**src/rtl/esm_pkg.sv**
```systemverilog
// Package for the ELLPACK sparse matrix-vector block: widths, codes and the queue entry.
`default_nettype none
package esm_pkg;

    localparam int VEC_DEPTH  = 4096;
    localparam int MAX_SLOTS  = 64;
    localparam int MAX_ROWS   = 65536;

    localparam int IDX_W      = 12;
    localparam int VAL_W      = 32;
    localparam int ACC_W      = 64;
    localparam int ROW_W      = 16;
    localparam int SLOT_W     = 6;
    localparam int SPR_W      = 7;
    localparam int NR_W       = 17;
    localparam int CFG_DATA_W = 17;
    localparam int CFG_IDX_W  = 1;

    localparam int Q_DEPTH    = 4;
    localparam int Q_PTR_W    = $clog2(Q_DEPTH);
    localparam int Q_CNT_W    = $clog2(Q_DEPTH + 1);

    localparam logic KIND_LOAD = 1'b0;
    localparam logic KIND_SLOT = 1'b1;

    localparam logic [CFG_IDX_W-1:0] CFG_SLOTS_PER_ROW = 1'd0;
    localparam logic [CFG_IDX_W-1:0] CFG_NUM_ROWS      = 1'd1;

    typedef struct packed {
        logic             kind;
        logic [IDX_W-1:0] addr;
        logic [VAL_W-1:0] value;
        logic             last;
        logic [ROW_W-1:0] row;
    } t_q_entry;

    typedef struct packed {
        logic [Q_CNT_W-1:0] count;
        logic               full;
        logic               empty;
    } t_q_stat;

endpackage
`default_nettype wire

```
**src/rtl/esm_in_if.sv**
```systemverilog
// Input channel: vector loads and matrix slots.
`default_nettype none
interface esm_in_if;
    logic        valid;
    logic        ready;
    logic        kind;
    logic [11:0] vec_index;
    logic [31:0] vec_value;
    logic [11:0] col_index;
    logic [31:0] mat_value;

    modport source (output valid, kind, vec_index, vec_value, col_index, mat_value,
                    input ready);
    modport sink   (input valid, kind, vec_index, vec_value, col_index, mat_value,
                    output ready);
endinterface
`default_nettype wire

```
**src/rtl/esm_front.sv**
```systemverilog
// Front end: configuration registers, word acceptance, slot and row counting.
`default_nettype none
module esm_front (
    input  wire                               i_clk,
    input  wire                               i_rst_n,
    input  wire                               i_cfg_we,
    input  wire  [esm_pkg::CFG_IDX_W-1:0]     i_cfg_idx,
    input  wire  [esm_pkg::CFG_DATA_W-1:0]    i_cfg_data,
    esm_in_if.sink                            i_in,
    input  wire                               i_full,
    output logic                              o_push,
    output esm_pkg::t_q_entry                 o_entry
);

    logic [esm_pkg::SPR_W-1:0]  r_spr;
    logic [esm_pkg::NR_W-1:0]   r_nr;
    logic [esm_pkg::SLOT_W-1:0] r_slot;
    logic [esm_pkg::ROW_W-1:0]  r_row;

    logic [esm_pkg::SPR_W-1:0]  w_spr_eff;
    logic [esm_pkg::NR_W-1:0]   w_nr_eff;
    logic [esm_pkg::SPR_W-1:0]  w_slot_inc;
    logic [esm_pkg::NR_W-1:0]   w_row_inc;
    logic                       w_last;
    logic                       w_wrap;

    always_comb begin
        if (r_spr == '0) begin
            w_spr_eff = esm_pkg::SPR_W'(1);
        end else if (r_spr > esm_pkg::SPR_W'(esm_pkg::MAX_SLOTS)) begin
            w_spr_eff = esm_pkg::SPR_W'(esm_pkg::MAX_SLOTS);
        end else begin
            w_spr_eff = r_spr;
        end
        if (r_nr == '0) begin
            w_nr_eff = esm_pkg::NR_W'(1);
        end else if (r_nr > esm_pkg::NR_W'(esm_pkg::MAX_ROWS)) begin
            w_nr_eff = esm_pkg::NR_W'(esm_pkg::MAX_ROWS);
        end else begin
            w_nr_eff = r_nr;
        end
    end

    assign w_slot_inc = {1'b0, r_slot} + esm_pkg::SPR_W'(1);
    assign w_row_inc  = {1'b0, r_row} + esm_pkg::NR_W'(1);
    assign w_last     = (w_slot_inc >= w_spr_eff);
    assign w_wrap     = (w_row_inc >= w_nr_eff);

    assign i_in.ready = i_rst_n && !i_full;
    assign o_push     = i_in.valid && i_in.ready;

    always_comb begin
        o_entry.kind = i_in.kind;
        o_entry.last = w_last;
        o_entry.row  = r_row;
        if (i_in.kind == esm_pkg::KIND_LOAD) begin
            o_entry.addr  = i_in.vec_index;
            o_entry.value = i_in.vec_value;
        end else begin
            o_entry.addr  = i_in.col_index;
            o_entry.value = i_in.mat_value;
        end
    end

    always_ff @(posedge i_clk) begin
        if (!i_rst_n) begin
            r_spr  <= esm_pkg::SPR_W'(1);
            r_nr   <= esm_pkg::NR_W'(1);
            r_slot <= '0;
            r_row  <= '0;
        end else begin
            if (i_cfg_we) begin
                case (i_cfg_idx)
                    esm_pkg::CFG_SLOTS_PER_ROW: r_spr <= i_cfg_data[esm_pkg::SPR_W-1:0];
                    esm_pkg::CFG_NUM_ROWS:      r_nr  <= i_cfg_data[esm_pkg::NR_W-1:0];
                    default: begin
                    end
                endcase
            end
            if (o_push && i_in.kind == esm_pkg::KIND_SLOT) begin
                if (w_last) begin
                    r_slot <= '0;
                    r_row  <= w_wrap ? '0 : w_row_inc[esm_pkg::ROW_W-1:0];
                end else begin
                    r_slot <= w_slot_inc[esm_pkg::SLOT_W-1:0];
                end
            end
        end
    end

endmodule
`default_nettype wire

```
**src/flat_wrapper.sv**
```systemverilog
// flat-port wrapper written by rule: the top's interface ports become plain ports
module esm_front_flat 
  (i_clk, i_rst_n, i_cfg_we, i_cfg_idx, i_cfg_data, i_full, o_push, o_entry, i_in_valid, i_in_kind, i_in_vec_index, i_in_vec_value, i_in_col_index, i_in_mat_value, i_in_ready);
  esm_in_if i_in_i ();
  input  wire i_clk;
  input  wire i_rst_n;
  input  wire i_cfg_we;
  input  wire  [esm_pkg::CFG_IDX_W-1:0] i_cfg_idx;
  input  wire  [esm_pkg::CFG_DATA_W-1:0] i_cfg_data;
  input  wire i_full;
  output logic o_push;
  output esm_pkg::t_q_entry o_entry;
  input wire logic [$bits(i_in_i.valid)-1:0] i_in_valid;
  input wire logic [$bits(i_in_i.kind)-1:0] i_in_kind;
  input wire logic [$bits(i_in_i.vec_index)-1:0] i_in_vec_index;
  input wire logic [$bits(i_in_i.vec_value)-1:0] i_in_vec_value;
  input wire logic [$bits(i_in_i.col_index)-1:0] i_in_col_index;
  input wire logic [$bits(i_in_i.mat_value)-1:0] i_in_mat_value;
  output wire logic [$bits(i_in_i.ready)-1:0] i_in_ready;
  assign i_in_i.valid = i_in_valid;
  assign i_in_i.kind = i_in_kind;
  assign i_in_i.vec_index = i_in_vec_index;
  assign i_in_i.vec_value = i_in_vec_value;
  assign i_in_i.col_index = i_in_col_index;
  assign i_in_i.mat_value = i_in_mat_value;
  assign i_in_ready = i_in_i.ready;
  esm_front u_core (.i_clk(i_clk), .i_rst_n(i_rst_n), .i_cfg_we(i_cfg_we), .i_cfg_idx(i_cfg_idx), .i_cfg_data(i_cfg_data), .i_in(i_in_i), .i_full(i_full), .o_push(o_push), .o_entry(o_entry));
endmodule
```
**config.mk**
```make
export PLATFORM = sky130hd
export DESIGN_NAME = esm_front_flat
export DESIGN_NICKNAME = d
export VERILOG_FILES = /design/src/rtl/esm_pkg.sv /design/src/rtl/esm_in_if.sv /design/src/rtl/esm_front.sv /design/src/flat_wrapper.sv
export SDC_FILE = /design/constraint.sdc
export NUM_CORES = 1
export LEC_CHECK = 0
export ABC_CLOCK_PERIOD_IN_PS = 5500
export BUFFER_PORTS_ARGS = -buffer_cell sky130_fd_sc_hd__buf_2
export CORE_AREA = 2 2 85 87
export CTS_BUF_LIST = sky130_fd_sc_hd__clkbuf_4
export CTS_CLUSTER_SIZE = 16
export DETAILED_ROUTE_END_ITERATION = 8
export DIE_AREA = 0 0 87 89
export PLACE_DENSITY_LB_ADDON = 0.2
export SLEW_MARGIN = 20
export SYNTH_ARGS = -nofsm -noshare
export SYNTH_HDL_FRONTEND = slang
export SYNTH_SLANG_ARGS = --single-unit
```
**constraint.sdc**
```tcl
create_clock -name i_clk -period 5.5 [get_ports i_clk]
set_clock_uncertainty 0.2 [all_clocks]
set_input_delay 0.55 -clock i_clk [delete_from_list [all_inputs] [get_ports i_clk]]
set_output_delay 0.55 -clock i_clk [all_outputs]
set_load 0.005 [all_outputs]
```
# Word-level counts from Yosys, hierarchy flattened
# Cells that the tools add are included.
# op_classes
n_addsub,2
magnitude_cmp,4
n_mux,7
bitwise_logic,1
reduce_logical,9
# ops
operator,count
44-bit two-way mux,1
17-bit two-way mux,2
16-bit by 1-bit adder with 17-bit output (second input constant),1
17-bit greater-or-equal comparator,1
17-bit > comparator (second input constant),1
17-bit logical NOT,1
16-bit two-way mux,1
7-bit two-way mux,2
6-bit by 1-bit adder with 7-bit output (second input constant),1
7-bit greater-or-equal comparator,1
7-bit > comparator (second input constant),1
7-bit logical NOT,1
6-bit two-way mux,1
2-bit AND reduction,3
1-bit logical AND,3
1-bit logical NOT,1
1-bit inverter,1
# totals
reg_bits,46
input_bits,112
output_inout_bits,64
elab_cells,27

# Longest topological paths before layout
# depth
word_depth,5
ltp_mapped,14
depth_no_buf,12

# Worst setup path after synthesis
# Ideal clock, no wire load.
# synth_path
kind,flip-flop to flip-flop
from,register u_core.r_row[0] (netlist name)
to,register u_core.r_row[13] (netlist name)
setup_time_ns,0.117
arrival_time_ns,2.944
required_ns,5.183
slack_ns,2.239
path_stages_with_launch,13
n_path_buf,1
synth_period_minus_slack_ns,3.261
path_cell_list,dfxtp_1 -> ha_1 -> nand2_1 -> nor3_2 -> nand3_1 -> xnor2_1 -> ha_1 -> nand4_1 -> or4_1 -> a21oi_2 -> a211oi_4 -> buf_6 -> a32o_2
# synth_via
elab_chain_cells,3
# synth_lines
item,line,source
"start, declared",esm_front.sv:18,logic [esm_pkg::ROW_W-1:0] r_row;
"start signal, assigned",esm_front.sv:83,r_row <= w_wrap ? '0 : w_row_inc[esm_pkg::ROW_W-1:0];
16-bit by 1-bit adder with 17-bit output (*),esm_front.sv:45,"assign w_row_inc = {1'b0, r_row} + esm_pkg::NR_W'(1);"
17-bit greater-or-equal comparator,esm_front.sv:47,assign w_wrap = (w_row_inc >= w_nr_eff);
16-bit two-way mux (*),esm_front.sv:83,
# Mark *: on every way between the ends. The rest lies on a longest branch, timed or not.
# A chain may end at the register's enable or synchronous reset.

# Final worst setup path
# layout_path
from,register u_core.r_row[0] (netlist name)
to,register u_core.r_row[2] (netlist name)
# The elaborated chain is that of the path after synthesis.

==> flow_summary_export.csv <==
group,metric,value,unit
place,placed_area,4210,µm²
logic_synthesis,netlist_instances,391,
logic_synthesis,synthFlopType,"dfxtp_1",
die,start_util,49.9,%
die,core-area,6720,µm²
cts,ctsResizeCount,0,
die,die_area,7740,µm²
place,io_buffers,175,
finish,multi_input_area,2280,µm²
power_and_ir_drop,power_density,185,nW/µm²
worst_setup_path,worstPathRequired,5.59,ns
die,io_pins,176,
finish,utilization,64.2,%
sta,rsz0062_at_grt,"false",
logic_synthesis,yosysWarnings,0,
sta,slew_headroom,34.3,%
sta,fmax,255,MHz
detailed_routing,initialDrtViolationCount,118,
detailed_routing,wl_per_cell,15.0,µm
cts,h-tree-depth,2,
worst_hold_path,hp-class,"in -> reg",
worst_setup_path,cpPeakStageDelay,0.77,ns
sta,setup_slack,1.57,ns
logic_synthesis,synth_top_family_by_area,"simple AND/OR/NAND/NOR gates",
power_and_ir_drop,p_leak,2.06,nW
cts,clkLatencyLatePin,0.36,ns
outcome,status,"finished, final reports clean",
worst_setup_path,end_kind,"flip-flop",
finish,fin_nets,689,
grt,grt_pass1_wl,15500,µm
sta,fin_crit,3.93,ns
finish,final-seq-area,921,µm²
cts,clockRootBuffer,"clkbuf_4",
job,max_cap_violations,0,
place,gp_congestion,0.861,
cts,clk_pin_slew_worst_paths,0.14,ns
grt,grt_max_degree,48,
cts,cts_hold_buf,0,
detailed_routing,drtPass1Iterations,4,
grt,grt-ovfl-total,0,
cts,cts_sinks,46,
detailed_routing,drc,0,
worst_setup_path,critPathSlowestCell,"a211oi_4",
logic_synthesis,synth-edff-count,0,
logic_synthesis,synth_mux_area_share,17.2,%
sta,hold_viol_final,0,
worst_setup_path,path_cells,"ha_1, nand2_1, nor3_2, nand3_1, nor2_1, xor2_1, ha_1, a21oi_1, o21ai_0, a211oi_4, nand4b_1, a21boi_1",
logic_synthesis,ys_ff_latch,46,
cts,cts_tree,"built",
die,rows,30,
worst_setup_path,cp_top_family,"compound AO/OA/AOI/OAI gates",
logic_synthesis,synthAdderAreaFrac,9.70,%
sta,finalMaxSlewViolations,0,
logic_synthesis,yosys.cell_types.count,46,
sta,period_share,71.4,%
finish,syn2layout_area_growth,28.6,%
worst_setup_path,crit_type,"reg -> reg",
logic_synthesis,avgSynthCellArea,8.58,µm²
worst_setup_path,worstPathMaxFanout,23,
finish,fin_cells,632,
logic_synthesis,synth_simple_gate_area_share,21.1,%
power_and_ir_drop,report.power.total,0.800,mW
logic_synthesis,netlist_area,3350,µm²
place,place_worst_setup_slack,1.70,ns
detailed_routing,wl,9510,µm
sta,holdWs,0.229,ns
place,placed_cells,624,
detailed_routing,num_vias,3422,
worst_setup_path,cpMostUsedCell,"ha_1",
cts,clockBufferDepth,2,
logic_synthesis,syn-num-nets,529,
cts,cts_setup_buffers,0,
sta,tightest_slew,0.986,ns
worst_setup_path,cp.arrival,4.02,ns
logic_synthesis,synth_compound_area_share,14.3,%
sta,finalSetupViolCount,0,
die,die_w,87,µm
worst_setup_path,start_kind,"flip-flop",
finish,layout-drive-gt1-share,42.9,%
detailed_routing,postRouteAntennaNets,0,
finish,fill_cells,593,
place,dp_hpwl,7630,µm
worst_setup_path,critPathBufInv,0,
grt,antenna_found_initial,0,
die,die_h,89,µm
power_and_ir_drop,ir_worst_vdd,0.102,mV
finish,n_antenna_cell,0,
cts,numCtsBuffers,5,
grt,grt_pass1_vias,3340,
detailed_routing,via_per_inst,5.41,
sta,setup_tns,0,ns
grt,groute.usage.overall,25.2,%
logic_synthesis,ys_seq_area_share,27.5,%
finish,fin_area,4310,µm²
logic_synthesis,synth_xor_area_share,5.74,%
logic_synthesis,synthArstFlopShare,0,%
-- synthesized netlist by cell type (all sizes together), types with 5 or more instances --
master | n | share of area (%)
nand2 | 70 | 7.8
inv | 7 | 0.78
a31oi | 12 | 2.2
nand4 | 7 | 1.3
nor2 | 20 | 2.2
ha | 26 | 9.7
and3 | 6 | 1.1
nor2b | 9 | 1.7
xor2 | 9 | 2.4
o21ai | 6 | 0.89
buf | 10 | 2.3
mux2 | 44 | 15
a21boi | 20 | 4.5
clkbuf | 13 | 1.5
dfxtp | 46 | 27
a32o | 5 | 1.7
nand3 | 18 | 2.7
xnor2 | 13 | 3.4
mux2i | 8 | 2.4
a21oi | 10 | 1.8
-- metal layers --
metal | track usage (%) | vias to the layer above | wire (µm)
li1 | - | 1714 | -
met1 | 32.3 | 1586 | 4270
met2 | 44.3 | 104 | 4610
met3 | 3.79 | 18 | 438
met4 | 6.53 | 0 | 182
met5 | 0 | - | 0
-- placed cells by master (no fill, tap or decap), types with 2 or more instances in the layout --
master / n
buf_2: 175
nand2_1: 70
dfxtp_1: 46
mux2_2: 44
ha_1: 26
nor2_1: 20
nand3_1: 18
a21boi_0: 16
xnor2_1: 13
a31oi_1: 12
xor2_1: 9
nor2b_1: 9
mux2i_1: 8
nand4_1: 7
inv_1: 7
a21oi_1: 7
and3_1: 6
a32o_2: 5
clkbuf_4: 5
nor4_1: 4
a21boi_1: 4
nand3b_1: 4
nor3_1: 3
o21ai_1: 3
and2_1: 3
a21oi_2: 3
o21ai_0: 3
or4_1: 2
o211ai_1: 2
bufinv_16: 2
-- registers in the layout, summed over array words and instances, names as in the netlist --
| name | cells |
|---|---|
| u_core.r_slot | 6 |
| u_core.r_spr | 7 |
| u_core.r_row | 16 |
| u_core.r_nr | 17 |
-- cell type report --
type                            instances  area share (%)
Clock buffer                            5           0.870
Clock inverter                          3            1.48
Inverter                                7           0.609
Multi-Input combinational cell        315            52.9
Sequential cell                        46            21.3
Tap cell                               80            2.32
Timing Repair Buffer                  176            20.5
-- where the power goes --
part	switching, mW	internal [mW]	leakage, nW
clock	0.109	0.140	0.0528
combinational	0.101	0.101	1.63
sequential	0.00750	0.342	0.374
-- cells by family after synthesis --
logic type | after synthesis
simple gates | 151
flops | 46
fa+ha+maj | 26
xor+xnor | 22
compound gates | 64
buf+inv | 30
mux | 52
-- worst paths after layout --
check / startpoint / end / slack (ns) / cells after the start
hold reg to reg: u_core.r_nr[4] / u_core.r_nr[4] / 0.29 / 2
setup reg to reg: u_core.r_row[0] / u_core.r_row[2] / 1.57 / 12
hold / removal: i_cfg_data[9] / u_core.r_nr[9] / 0.23 / 3
setup / recovery: u_core.r_row[0] / u_core.r_row[2] / 1.57 / 12
-- worst register-to-register path, cell delays in order (launching register included) --
cell and delay [ns]:
dfxtp_1 0.45, ha_1 0.33, nand2_1 0.12, nor3_2 0.29, nand3_1 0.22, nor2_1 0.20, xor2_1 0.22, ha_1 0.28
a21oi_1 0.16, o21ai_0 0.19, a211oi_4 0.78, nand4b_1 0.22, a21boi_1 0.19
(Power assumes the default switching activity.)
