===== src/rtl/esm_pkg.sv =====
// Package for the ELLPACK sparse matrix-vector block: widths, codes and the queue entry.
`default_nettype none
package esm_pkg;

    localparam int VEC_DEPTH  = 4096;
    localparam int MAX_SLOTS  = 64;
    localparam int MAX_ROWS   = 65536;

    localparam int IDX_W      = 12;
    localparam int VAL_W      = 32;
    localparam int ACC_W      = 64;
    localparam int ROW_W      = 16;
    localparam int SLOT_W     = 6;
    localparam int SPR_W      = 7;
    localparam int NR_W       = 17;
    localparam int CFG_DATA_W = 17;
    localparam int CFG_IDX_W  = 1;

    localparam int Q_DEPTH    = 4;
    localparam int Q_PTR_W    = $clog2(Q_DEPTH);
    localparam int Q_CNT_W    = $clog2(Q_DEPTH + 1);

    localparam logic KIND_LOAD = 1'b0;
    localparam logic KIND_SLOT = 1'b1;

    localparam logic [CFG_IDX_W-1:0] CFG_SLOTS_PER_ROW = 1'd0;
    localparam logic [CFG_IDX_W-1:0] CFG_NUM_ROWS      = 1'd1;

    typedef struct packed {
        logic             kind;
        logic [IDX_W-1:0] addr;
        logic [VAL_W-1:0] value;
        logic             last;
        logic [ROW_W-1:0] row;
    } t_q_entry;

    typedef struct packed {
        logic [Q_CNT_W-1:0] count;
        logic               full;
        logic               empty;
    } t_q_stat;

endpackage
`default_nettype wire


===== src/rtl/esm_queue.sv =====
// Short queue between front end and back end.
`default_nettype none
module esm_queue (
    input  wire                      i_clk,
    input  wire                      i_rst_n,
    input  wire                      i_push,
    input  wire esm_pkg::t_q_entry   i_entry,
    input  wire                      i_pop,
    output esm_pkg::t_q_entry        o_head,
    output esm_pkg::t_q_stat         o_stat
);

    esm_pkg::t_q_entry           r_buf [esm_pkg::Q_DEPTH];
    logic [esm_pkg::Q_PTR_W-1:0] r_wr;
    logic [esm_pkg::Q_PTR_W-1:0] r_rd;
    logic [esm_pkg::Q_CNT_W-1:0] r_cnt;

    assign o_head       = r_buf[r_rd];
    assign o_stat.count = r_cnt;
    assign o_stat.full  = (r_cnt == esm_pkg::Q_CNT_W'(esm_pkg::Q_DEPTH));
    assign o_stat.empty = (r_cnt == '0);

    always_ff @(posedge i_clk) begin
        if (i_push) begin
            r_buf[r_wr] <= i_entry;
        end
    end

    always_ff @(posedge i_clk) begin
        if (!i_rst_n) begin
            r_wr  <= '0;
            r_rd  <= '0;
            r_cnt <= '0;
        end else begin
            if (i_push) begin
                r_wr <= (r_wr == esm_pkg::Q_PTR_W'(esm_pkg::Q_DEPTH - 1)) ? '0
                        : r_wr + esm_pkg::Q_PTR_W'(1);
            end
            if (i_pop) begin
                r_rd <= (r_rd == esm_pkg::Q_PTR_W'(esm_pkg::Q_DEPTH - 1)) ? '0
                        : r_rd + esm_pkg::Q_PTR_W'(1);
            end
            case ({i_push, i_pop})
                2'b10:   r_cnt <= r_cnt + esm_pkg::Q_CNT_W'(1);
                2'b01:   r_cnt <= r_cnt - esm_pkg::Q_CNT_W'(1);
                default: r_cnt <= r_cnt;
            endcase
        end
    end

endmodule
`default_nettype wire


===== config.mk =====
export PLATFORM = sky130hd
export DESIGN_NAME = esm_queue
export DESIGN_NICKNAME = d
export VERILOG_FILES = /design/src/rtl/esm_pkg.sv /design/src/rtl/esm_queue.sv
export SDC_FILE = /design/constraint.sdc
export NUM_CORES = 1
export LEC_CHECK = 0
export CORE_UTILIZATION = 47
export CTS_CLUSTER_DIAMETER = 120
export DETAILED_ROUTE_END_ITERATION = 10
export DONT_BUFFER_PORTS = 1
export HOLD_SLACK_MARGIN = 0.03
export PLACE_DENSITY_LB_ADDON = 0.2
export SYNTH_ARGS = -nofsm -noshare
export SYNTH_HDL_FRONTEND = slang
export SYNTH_SLANG_ARGS = --single-unit

===== constraint.sdc =====
create_clock -name i_clk -period 4 [get_ports i_clk]
set_input_delay 0.8 -clock i_clk [delete_from_list [all_inputs] [get_ports i_clk]]
set_output_delay 0.8 -clock i_clk [all_outputs]
set_load 0.05 [all_outputs]

# After elaboration in Yosys (flattened, before gate mapping)
# Memory sizes are Yosys's and may differ from the RTL's. A register that Yosys moved wholly into a read port is not among the register bits.
# Cells that the tools add are included.
[totals]
regBits = 7
ram_bits = 248
input_bits = 66
mem_count = 1
[memory_table]
columns = ["name", "depth", "width", "read_ports", "rd_clocked_by_memory_dff", "wr", "line", "text"]
rows = [
  ["r_buf", 4, 62, 1, 1, 1, "esm_queue.sv:13", "esm_pkg::t_q_entry r_buf [esm_pkg::Q_DEPTH];"],
]
[op_classes]
add_sub_neg = 4
eq_ne = 5
n_mux = 7
n_reduce_logical = 2
[ops]
columns = ["cell", "n"]
rows = [
  ["$mux W2", 4],
  ["$eq A2 B2 Y1 const B", 3],
  ["$pmux W3 S2", 1],
  ["$add A2 B1 Y2 const B", 2],
  ["$add A3 B1 Y3 const B", 1],
  ["$eq A3 B3 Y1 const B", 1],
  ["$logic_not A3 Y1", 1],
  ["$sub A3 B1 Y3 const B", 1],
  ["$eq A2 B1 Y1 const B", 1],
  ["$mux W1", 2],
  ["$reduce_bool A2 Y1", 1],
]

# Logic depth before layout (Yosys ltp)
# Gate-level depths: netlist of run 1.
[logic_depth]
depth_word = 4
ltp_mapped = 7
depth_no_buf = 7

# Worst setup path after synthesis of run 1
# No wires, ideal clock.
[synth_timing]
path_kind = "input -> register"
startpoint = "in i_push"
endpoint = "mem r_buf[0][0] in the netlist's numbering (enable)"
setup_ns = 0.426
arrival_ns = 2.262
t_required_ns = 3.574
path_slack_ns = 1.312
path_stages = 1
n_path_buf = 0
path_cell_list = "and2_1"
[synth_via]
elab_chain_cells = 2
[synth_lines]
columns = ["item", "line", "text"]
rows = [
  ["start: declaration", "esm_queue.sv:6", "input wire i_push,"],
  ["$mux W1", "esm_queue.sv:24", "if (i_push) begin"],
  ["$mux W1 (not written as such)", "esm_queue.sv:25", "r_buf[r_wr] <= i_entry;"],
  ["end: declaration", "esm_queue.sv:13", ""],
]
# Every way passes these cells.

==> metrics.txt, run 1 <==
Switching Power=1432 uW; I/O Buffers=0; Final #Nets=461; Min-Delay Path Class=primary input to register; Worst Max-Slew Pin Slew=992.2 ps; Crit Path Class=register to output pin; vias per cell=5.510; clock network fraction of total power=37.8%; vias in the first global route=4157; sw frac=23.85%; Cell Rows=51; placeable core area=19590 um2; Flop pwr share=52.4%; crit end category=output pin; status=complete, no violations; final worst path period share=77.68%; drt first pass iters=4; crit start category=register; Post-Place Cells=625; yosys warns=0; Worst-Skew Late Latency=510 ps; maximum VDD drop=0.3366 mV; internal cell power=4574 uW; antenna cells=0; ys flop type=edfxtp_1; Hold EP=r_buf[1][30]; reg-to-reg endpoint=r_cnt[2]; CTS tree=built; H-tree Lvls=1; Syn Inst Count=371; Worst slew margin=33.85%; Detailed Route WL=15880 um; DP HPWL=8882 um; Reg clk slew, reported paths=60 ps; final core utilization=53.76%; initial antenna violation count=0; largest net degree at the start of global routing=63; cts bufs inserted=26; cell area after synthesis=9480 um2; Root Buffer=clkbuf_16; share of cells above drive strength 1=25.37%; GR Overflow Total=0; chip height=144.0 um; Logic pwr share=9.7%; final setup violation count=0; most frequent cells after synthesis=edfxtp_1 (248), mux4_2 (60), dfxtp_1 (9); setup_tns=0 ps; worst r2r src=r_cnt[0]; critical path arrival=2310 ps; Iteration-0 DRC Markers=233; Data required, critical path=3200 ps; Avg WL per Cell=23.66 um; Worst Skew=17.31 ps; global-route wire length before repair=23810 um; clock sinks=257; Net Count, Synth=444; Slew Viols, Final=0; Area growth syn-to-layout=11.09%; count of cell types in the netlist=25; Post-Layout Cell Count=671; Die X=144.0 um; maximum clock path buffer count=3; CTS-repair resized insts=0; Max-cap violations=0; fin crit period=3107 ps; most numerous cell in the Yosys netlist=edfxtp_1; Power Dens Cells=570.3 nW/um2; Yosys top cell area share=78.55%; Hold WS=380.0 ps; Max Fclk=0.3218 GHz; Hold Path Depth=0; drt drc=0; hold_sp=i_entry[30]; FF-to-FF setup slack=1860 ps; overall global routing resource usage=15.76%; Fin. Hold Viols=0; Tot Pwr=6006 uW; post-route ant nets=0; flops & latches, synth=257; unrepaired setup endpoints after global routing=false; Synth async-reset ratio=0%; io pins=133; Post CTS Setup Buffer Count=0; CP Max Fanout=32; Reg2Reg Depth=5; syn avg cell area=25.55 um2; register area share after synthesis=80.45%; filler instances=1498; vias=3697; Die ar.=20740 um2; leakage=0.003255 uW; EDFF count, synth=248; largest area contributor in the netlist=edfxtp_1; GPL Wtd Cong=0.7007; Post-CTS Hold Buffers=0; Area contributors post-synth=edfxtp_1 (79%), mux4_2 (14%), dfxtp_1 (1.9%); initial core utilization=48.39%
## worst max-delay path, cell delays in order, from the launching register on
cell,delay [ps]
dfxtp_4,810
buf_12,270
mux4_2,690
## power groups by stage
stage	clock network [uW]	logic [uW]	registers, uW
after floorplan	0	567	3160
after global placement	0	586	3200
after detailed placement	0	592	3210
after CTS	2340	593	3150
after global routing	2440	609	3160
final	2270	583	3150
## metal layers
metal / routed length (um) / share of wire [%] / global-route usage, %
met3: 1605 / 10 / 6.225
met1: 6025 / 38 / 18.36
met4: 237 / 1.5 / 4.199
met5: 0 / 0 / 0
met2: 8011 / 50 / 27.10
## sequential cells by signal, indices dropped and copies added (netlist names), named ones only
signal  flops
r_cnt       3
r_buf     248
r_wr        2
r_rd        2
## cell usage in the layout, fill, tap and decap left out
| master | netlist | final |
|---|---|---|
| edfxtp_1 | 248 | 248 |
| mux4_2 | 60 | 60 |
| clkbuf_16 | 0 | 27 |
| clkinv_1 | 0 | 9 |
| dfxtp_1 | 9 | 7 |
| inv_1 | 6 | 6 |
| ha_1 | 6 | 6 |
| and2_4 | 0 | 4 |
| nor2b_1 | 4 | 4 |
| clkinv_2 | 0 | 3 |
| clkbuf_1 | 1 | 3 |
| mux4_1 | 2 | 2 |
| and2_1 | 6 | 2 |
| nor3b_1 | 2 | 2 |
| o21ai_0 | 2 | 2 |
| mux2i_1 | 2 | 2 |
| dfxtp_4 | 0 | 2 |
| bufinv_16 | 0 | 2 |
| buf_12 | 6 | 2 |
| and3_1 | 1 | 1 |
| nor3_1 | 1 | 1 |
| xnor2_1 | 1 | 1 |
| a21oi_1 | 1 | 1 |
| o21a_1 | 1 | 1 |
| nand2_1 | 1 | 1 |
| xor2_1 | 1 | 1 |
| or3_1 | 1 | 1 |
| a21boi_0 | 1 | 1 |
| fa_1 | 1 | 1 |
| clkinvlp_4 | 0 | 1 |
| clkinv_8 | 0 | 1 |
| buf_4 | 0 | 1 |
## layout make-up
cell class	count	area, um2	share of cell area, %
clock buffers	30	686.9	6.522
clock inverters	16	132.6	1.259
repair buffers	3	47.55	0.4515
inverters	6	22.52	0.2139
flip-flops and latches	257	7635	72.50
well taps	265	331.6	3.148
multi-input cells	94	1675	15.91
## per-stage QoR
step,instance area (um2),setup slack [ps]
after CTS,10530,773.6
after detailed placement,9712,1338
final,10530,892.9
after global routing,10530,702.5
after floorplan,9480,1312
after global placement,9712,1352
## logic make-up (layout without fill, tap and decap cells)
logic type | Yosys count | count (layout) | synth area share (%)
simple gates | 16 | 16 | 1.043
flops | 257 | 257 | 80.45
buf+inv | 20 | 55 | 1.980
fa+ha+maj | 7 | 7 | 1.003
mux | 64 | 64 | 15.02
compound gates | 5 | 5 | 0.3168
xor+xnor | 2 | 2 | 0.1848
## worst max-delay path by stage
stage                     startpoint          end  slack [ps]  cells after the start
after detailed placement    register   o_head[31]        1340                      2
after global routing        register    o_head[3]         700                      2
after global placement      register    o_head[3]        1350                      2
after CTS                   register   o_head[31]         770                      2
final                       register    o_head[3]         890                      2
after floorplan               i_push  r_buf[0][0]        1310                      1
Power figures use the tool's default switching activity.
==> run 2: changes to the inputs <==
clock period = 3.2 ns   (was 4 ns; I/O delays follow)
==> run 2 against run 1 <==
  * Wire length is 2.5% lower
  * Hold slack worse by 160 ps
  * Non-clock buffer count is 5 higher
  * Critical path depth stayed put
  * Critical endpoint is now o_head[23]
==> metrics.txt, run 2 (synthesized netlist as in run 1, its figures left out) <==
status=complete, no violations; drt first pass iters=4 (unchanged); Max-cap violations=0 (unchanged); Logic pwr share=10.1% (+0.4 points); placeable core area=19590 um2 (unchanged); Tot Pwr=7459 uW (+24%); GPL Wtd Cong=0.6752 (-3.6%); Root Buffer=clkbuf_16; placed instance area=9749 um2 (+0.39%); delay-heaviest family, CP=flip-flops; Final #Nets=467 (+1.3%); Largest Register=r_buf; Worst-Skew Late Latency=510 ps (about the same); Detailed Route WL=15480 um (-2.5%); filler instances=1504 (+0.40%); Design Area, Final=10550 um2 (+0.14%); maximum VDD drop=0.4781 mV (+42%); vias per cell=5.476 (-0.60%); Data required, critical path=2560 ps (-640 ps); worst path bufs/invs=1 (unchanged); CP max stage delay=690 ps (-120 ps); unrepaired setup endpoints after global routing=false; share of cells above drive strength 1=26.63% (+1.3 points); Min-Delay Path Class=primary input to register; CTS-repair resized insts=0 (unchanged); overall global routing resource usage=15.57% (-0.19 points); DP HPWL=8760 um (-1.4%); antenna cells=0 (unchanged); clock sinks=257 (unchanged); setup_tns=0 ps (unchanged); Reg clk slew, reported paths=60 ps (about the same); vias=3713 (+0.43%); Die X=144.0 um (unchanged); max FFs per register=248 (unchanged); initial core utilization=48.39% (unchanged); top flop regs=r_buf: 248 flops, r_cnt: 3 flops; H-tree Lvls=1 (unchanged); cts bufs inserted=27 (+3.8%); critical path arrival=2190 ps (-120 ps); Area growth syn-to-layout=11.24%; internal cell power=5648 uW (+23%); crit end category=output pin; CP Max Fanout=25 (-22%); Iteration-0 DRC Markers=138 (-41%); chip height=144.0 um (unchanged); largest net degree at the start of global routing=63 (unchanged); final setup violation count=0 (unchanged); post-route ant nets=0 (unchanged); CTS tree=built; crit start category=register; drt drc=0 (unchanged); fin crit period=2826 ps; Cell Rows=51 (unchanged); clock network fraction of total power=37.3% (-0.5 points); CP max-delay cell=dfxtp_4; Post CTS Setup Buffer Count=0 (unchanged); Worst Skew=14.05 ps (-3.261 ps); Max Fclk=0.3538 GHz; Flop pwr share=52.5% (about the same); GR Overflow Total=0 (unchanged); Power Dens Cells=707.3 nW/um2 (+24%); Avg WL per Cell=22.84 um (-3.5%); global-route wire length before repair=23680 um (-0.55%); sw frac=24.28% (+0.44 points); I/O Buffers=0 (unchanged); Switching Power=1811 uW (+26%); FF-to-FF setup slack=1150 ps (-710 ps); maximum clock path buffer count=3 (unchanged); most common cell after layout, fill and taps aside=edfxtp_1; Die ar.=20740 um2 (unchanged); most frequent cells in the layout=edfxtp_1 (248), mux4_2 (60), clkbuf_16 (27); Crit Path Class=register to output pin; leakage=0.003276 uW (+0.65%); io pins=133 (unchanged); vias in the first global route=4079 (-1.9%); initial antenna violation count=0 (unchanged); final worst path period share=88.31%; Worst slew margin=32.96% (-0.89 points); Post-CTS Hold Buffers=0 (unchanged); Worst Max-Slew Pin Slew=1006 ps (+13.37 ps); Slew Viols, Final=0 (unchanged); Fin. Hold Viols=0 (unchanged); worst path cell trace=buf_4 > mux4_2
[run 2: final timing paths]
kind / from / to / depth (start not counted)
setup / recovery: register / o_head[23] / 2
hold / removal: i_entry[53] / r_buf[3][53] / 0
setup reg to reg: r_cnt[0] / r_cnt[2] / 5
hold reg to reg: r_rd[1] / register / 2
[run 2: per-stage QoR]
step	cells	worst slack, ps	hold WS [ps]	utilization [%]
floorplan	371	671.7	512.5	-
global placement	630	831.5	513.5	49.77
detailed placement	630	830.6	551.4	49.77
CTS	678	287.2	196.3	53.84
global route	678	212.1	188.0	53.84
finish	678	373.9	217.4	53.84
[run 2: layout make-up]
class / count / area [um2] / area share, %
clock buffer: 31 / 690.7 / 6.549
clock inverter: 17 / 106.4 / 1.008
inverter: 6 / 22.52 / 0.2135
multi-input combinational: 94 / 1675 / 15.89
sequential: 257 / 7635 / 72.39
tap: 265 / 331.6 / 3.144
timing repair buffer: 8 / 85.08 / 0.8067
[run 2: power by group through the flow]
stage | logic [uW] | clock network [uW] | registers [uW]
after detailed placement | 770 | 0 | 3990
after global placement | 764 | 0 | 3980
after floorplan | 709 | 0 | 3950
final | 757 | 2790 | 3920
after CTS | 770 | 2860 | 3920
after global routing | 793 | 2990 | 3930
[run 2: per-layer routing]
metal	vias up	wire length, um	global-route usage [%]
met2	116	7660	25.25
met1	1950	6087	19.56
li1	1628	-	-
met5	-	0	0
met4	0	224	4.199
met3	19	1511	6.093
==> run 3: changes to the inputs <==
ABC_AREA = 1   (was unset)
CORE_UTILIZATION = 56   (was 47)
MAX_ROUTING_LAYER = met4   (was unset)
==> run 3 against run 2 <==
  * Clock skew fell by 6.3 ps
  * First-iteration DRC count rose by 140%
  * Critical endpoint is now o_head[31]
  * Maximum frequency rose by 0.98%
  * Critical path type unchanged
  * Combinational power rose by 55%
  * Clock power fell by 5%
  * Global-route usage rose by 5.8 points
  * Sequential power barely moved
  * Highest routed layer unchanged
==> metrics.txt, run 3 <==
Reg clk slew, reported paths=60 ps (about the same); syn avg cell area=15.51 um2 (-39%); Die X=137.2 um (-4.7%); initial antenna violation count=0 (unchanged); cts bufs inserted=25 (-7.4%); EDFF count, synth=248 (unchanged); vias in the first global route=5626 (+38%); final worst path period share=87.46% (-0.86 points); filler instances=1278 (-15%); Worst Setup EP=o_head[31]; yosys warns=0 (unchanged); Area growth syn-to-layout=12.81%; Detailed Route WL=19580 um (+26%); max FFs per register=248 (unchanged); leakage=0.003908 uW (+19%); largest net degree at the start of global routing=125 (+98%); cell area after synthesis=10240 um2 (+8.0%); drt drc=0 (unchanged); overall global routing resource usage=21.41% (+5.8 points); global-route wire length before repair=29320 um (+24%); I/O Buffers=0 (unchanged); worst r2r src=r_wr[0]; most frequent cells in the layout=edfxtp_1 (248), o21ai_0 (115), nor2_1 (69); Place WS=937.7 ps (+107.2 ps); status=complete, no violations; chip height=137.2 um (-4.7%); CP max-delay cell=inv_8; maximum clock path buffer count=3 (unchanged); post-route ant nets=0 (unchanged); antenna cells=0 (unchanged); Hold WS=219.6 ps (+2.175 ps); Cell Rows=49 (-3.9%); placeable core area=17960 um2 (-8.3%); Net Count, Synth=733 (+65%); register area=7632 um2 (about the same); largest area contributor in the netlist=edfxtp_1; delay-heaviest family, CP=buffers and inverters; crit end category=output pin; maximum VDD drop=0.5338 mV (+12%); Post-CTS Hold Buffers=0 (unchanged); Design Area, Final=11550 um2 (+9.5%); worst path bufs/invs=2 (+1); ys flop type=edfxtp_1; Min-Delay Path Class=primary input to register; crit start category=register; Worst path depth=4 (+2); Slew Viols, Final=0 (unchanged); Multi-input gate area=2220 um2 (+32%); DP HPWL=10550 um (+20%); fin crit period=2799 ps (-27.44 ps); Data required, critical path=2560 ps (about the same); Worst Max-Slew Pin Slew=865.9 ps (-139.7 ps); Yosys top cell area share=72.75% (-5.8 points); Root Buffer=clkbuf_16; placed instance area=10820 um2 (+11%); Area contributors post-synth=edfxtp_1 (73%), o22ai_2 (7.3%), o21ai_0 (5.6%); Worst Skew=7.742 ps (-6.306 ps); Post-Place Cells=921 (+46%); hold_sp=i_entry[25]; Worst-Skew Late Latency=510 ps (about the same); Reg2Reg Depth=5 (unchanged); critical path arrival=2160 ps (-30 ps); count of cell types in the netlist=23 (-8.0%); most numerous cell in the Yosys netlist=edfxtp_1; Avg WL per Cell=20.31 um (-11%); setup_tns=0 ps (unchanged); initial core utilization=56.98% (+8.6 points); Synth async-reset ratio=0% (unchanged); Iteration-0 DRC Markers=326 (+140%); FF-to-FF setup slack=1330 ps (+180 ps); PnR worst setup slack=401.4 ps (+27.44 ps); GPL Wtd Cong=0.7390 (+9.4%); Power Dens Cells=668.8 nW/um2 (-5.4%); register area share after synthesis=74.51% (-5.9 points); Max-cap violations=0 (unchanged); CP Max Fanout=124 (+400%); vias per cell=5.760 (+5.2%); Largest Register=r_buf; worst path cell trace=inv_8 > o21ai_0 > o22ai_2 > buf_4; CP max stage delay=610 ps (-80 ps); final setup violation count=0 (unchanged); drt first pass iters=4 (unchanged); Max Fclk=0.3573 GHz (+0.98%); top flop regs=r_buf: 248 flops, r_cnt: 3 flops; most frequent cells after synthesis=edfxtp_1 (248), o21ai_0 (115), nor2_1 (69); Worst slew margin=42.27% (+9.3 points); Syn Inst Count=660 (+78%); Die ar.=18820 um2 (-9.3%); GR Overflow Total=0 (unchanged); CTS-repair resized insts=0 (unchanged); unrepaired setup endpoints after global routing=false; Post CTS Setup Buffer Count=0 (unchanged); CTS tree=built; vias=5553 (+50%); Fin. Hold Viols=0 (unchanged); Crit Path Class=register to output pin; Post-Layout Cell Count=964 (+42%); H-tree Lvls=1 (unchanged); clock sinks=257 (unchanged); share of cells above drive strength 1=31.43% (+4.8 points); io pins=133 (unchanged); reg-to-reg endpoint=r_buf[2][14]; Final #Nets=792 (+70%); most common cell after layout, fill and taps aside=edfxtp_1; flops & latches, synth=257 (unchanged)
## run 3: cell count changes after synthesis, sizes merged, moves of 2 or more
| cell | delta |
|---|---|
| nand2 | +7 |
| a21oi | +4 |
| and2 | -6 |
| clkbuf | +9 |
| nor2b | -4 |
| mux2i | -2 |
| mux4 | -62 |
| buf | +17 |
| o22ai | +62 |
| nor3b | -2 |
| nor3 | +3 |
| nor2 | +129 |
| o21ai | +126 |
| inv | +12 |
## run 3: report_power, final
part / leakage (uW) / switching (uW) / total [uW] / internal, uW
Combinational: 0.00120 / 846 / 1170 / 325
Sequential: 0.00235 / 55.8 / 3900 / 3840
Clock: 0.000350 / 1140 / 2650 / 1510
Total: 0.00391 / 2050 / 7720 / 5680
## run 3: area by class of cell
class / instances / area share [%]
Clock buffer: 32 / 5.645
Clock inverter: 11 / 0.6826
Inverter: 18 / 0.6501
Multi-Input combinational cell: 345 / 19.22
Sequential cell: 257 / 66.10
Tap cell: 229 / 2.481
Timing Repair Buffer: 72 / 5.223
## run 3: cells by family (layout without fill, tap and decap cells)
group | after synthesis | count (layout) | synth area share [%]
AO/OA/AOI/OAI | 195 | 195 | 13.96
AND/OR/NAND/NOR | 143 | 143 | 6.796
adder cells (fa/ha/maj) | 7 | 7 | 0.9290
buffers and inverters | 58 | 133 | 3.801
flip-flops | 257 | 257 | 74.51
## run 3: worst min path at each step
| stage | endpoint | slack, ps | cells after the start |
|---|---|---|---|
| global placement | r_wr[1] | 510 | 2 |
| global route | r_buf[0][20] | 190 | 0 |
| finish | r_buf[1][25] | 220 | 0 |
| floorplan | r_wr[1] | 490 | 2 |
| detailed placement | r_wr[1] | 530 | 2 |
| CTS | r_buf[3][50] | 200 | 0 |
## run 3: through the flow
step / util, % / total power, uW
2_1_floorplan: - / 4857
3_3_place_gp: 60.21 / 5125
3_5_place_dp: 60.21 / 5155
4_1_cts: 64.28 / 7790
5_1_grt: 64.28 / 7981
6_report: 64.28 / 7723
## run 3: layer usage
layer	GRT usage (%)	vias up	part of all wire (%)
met5	-	-	0
met4	5.250	0	1.2
met3	5.776	21	7.2
met2	36.98	132	53
met1	24.85	2815	39
li1	-	2585	-
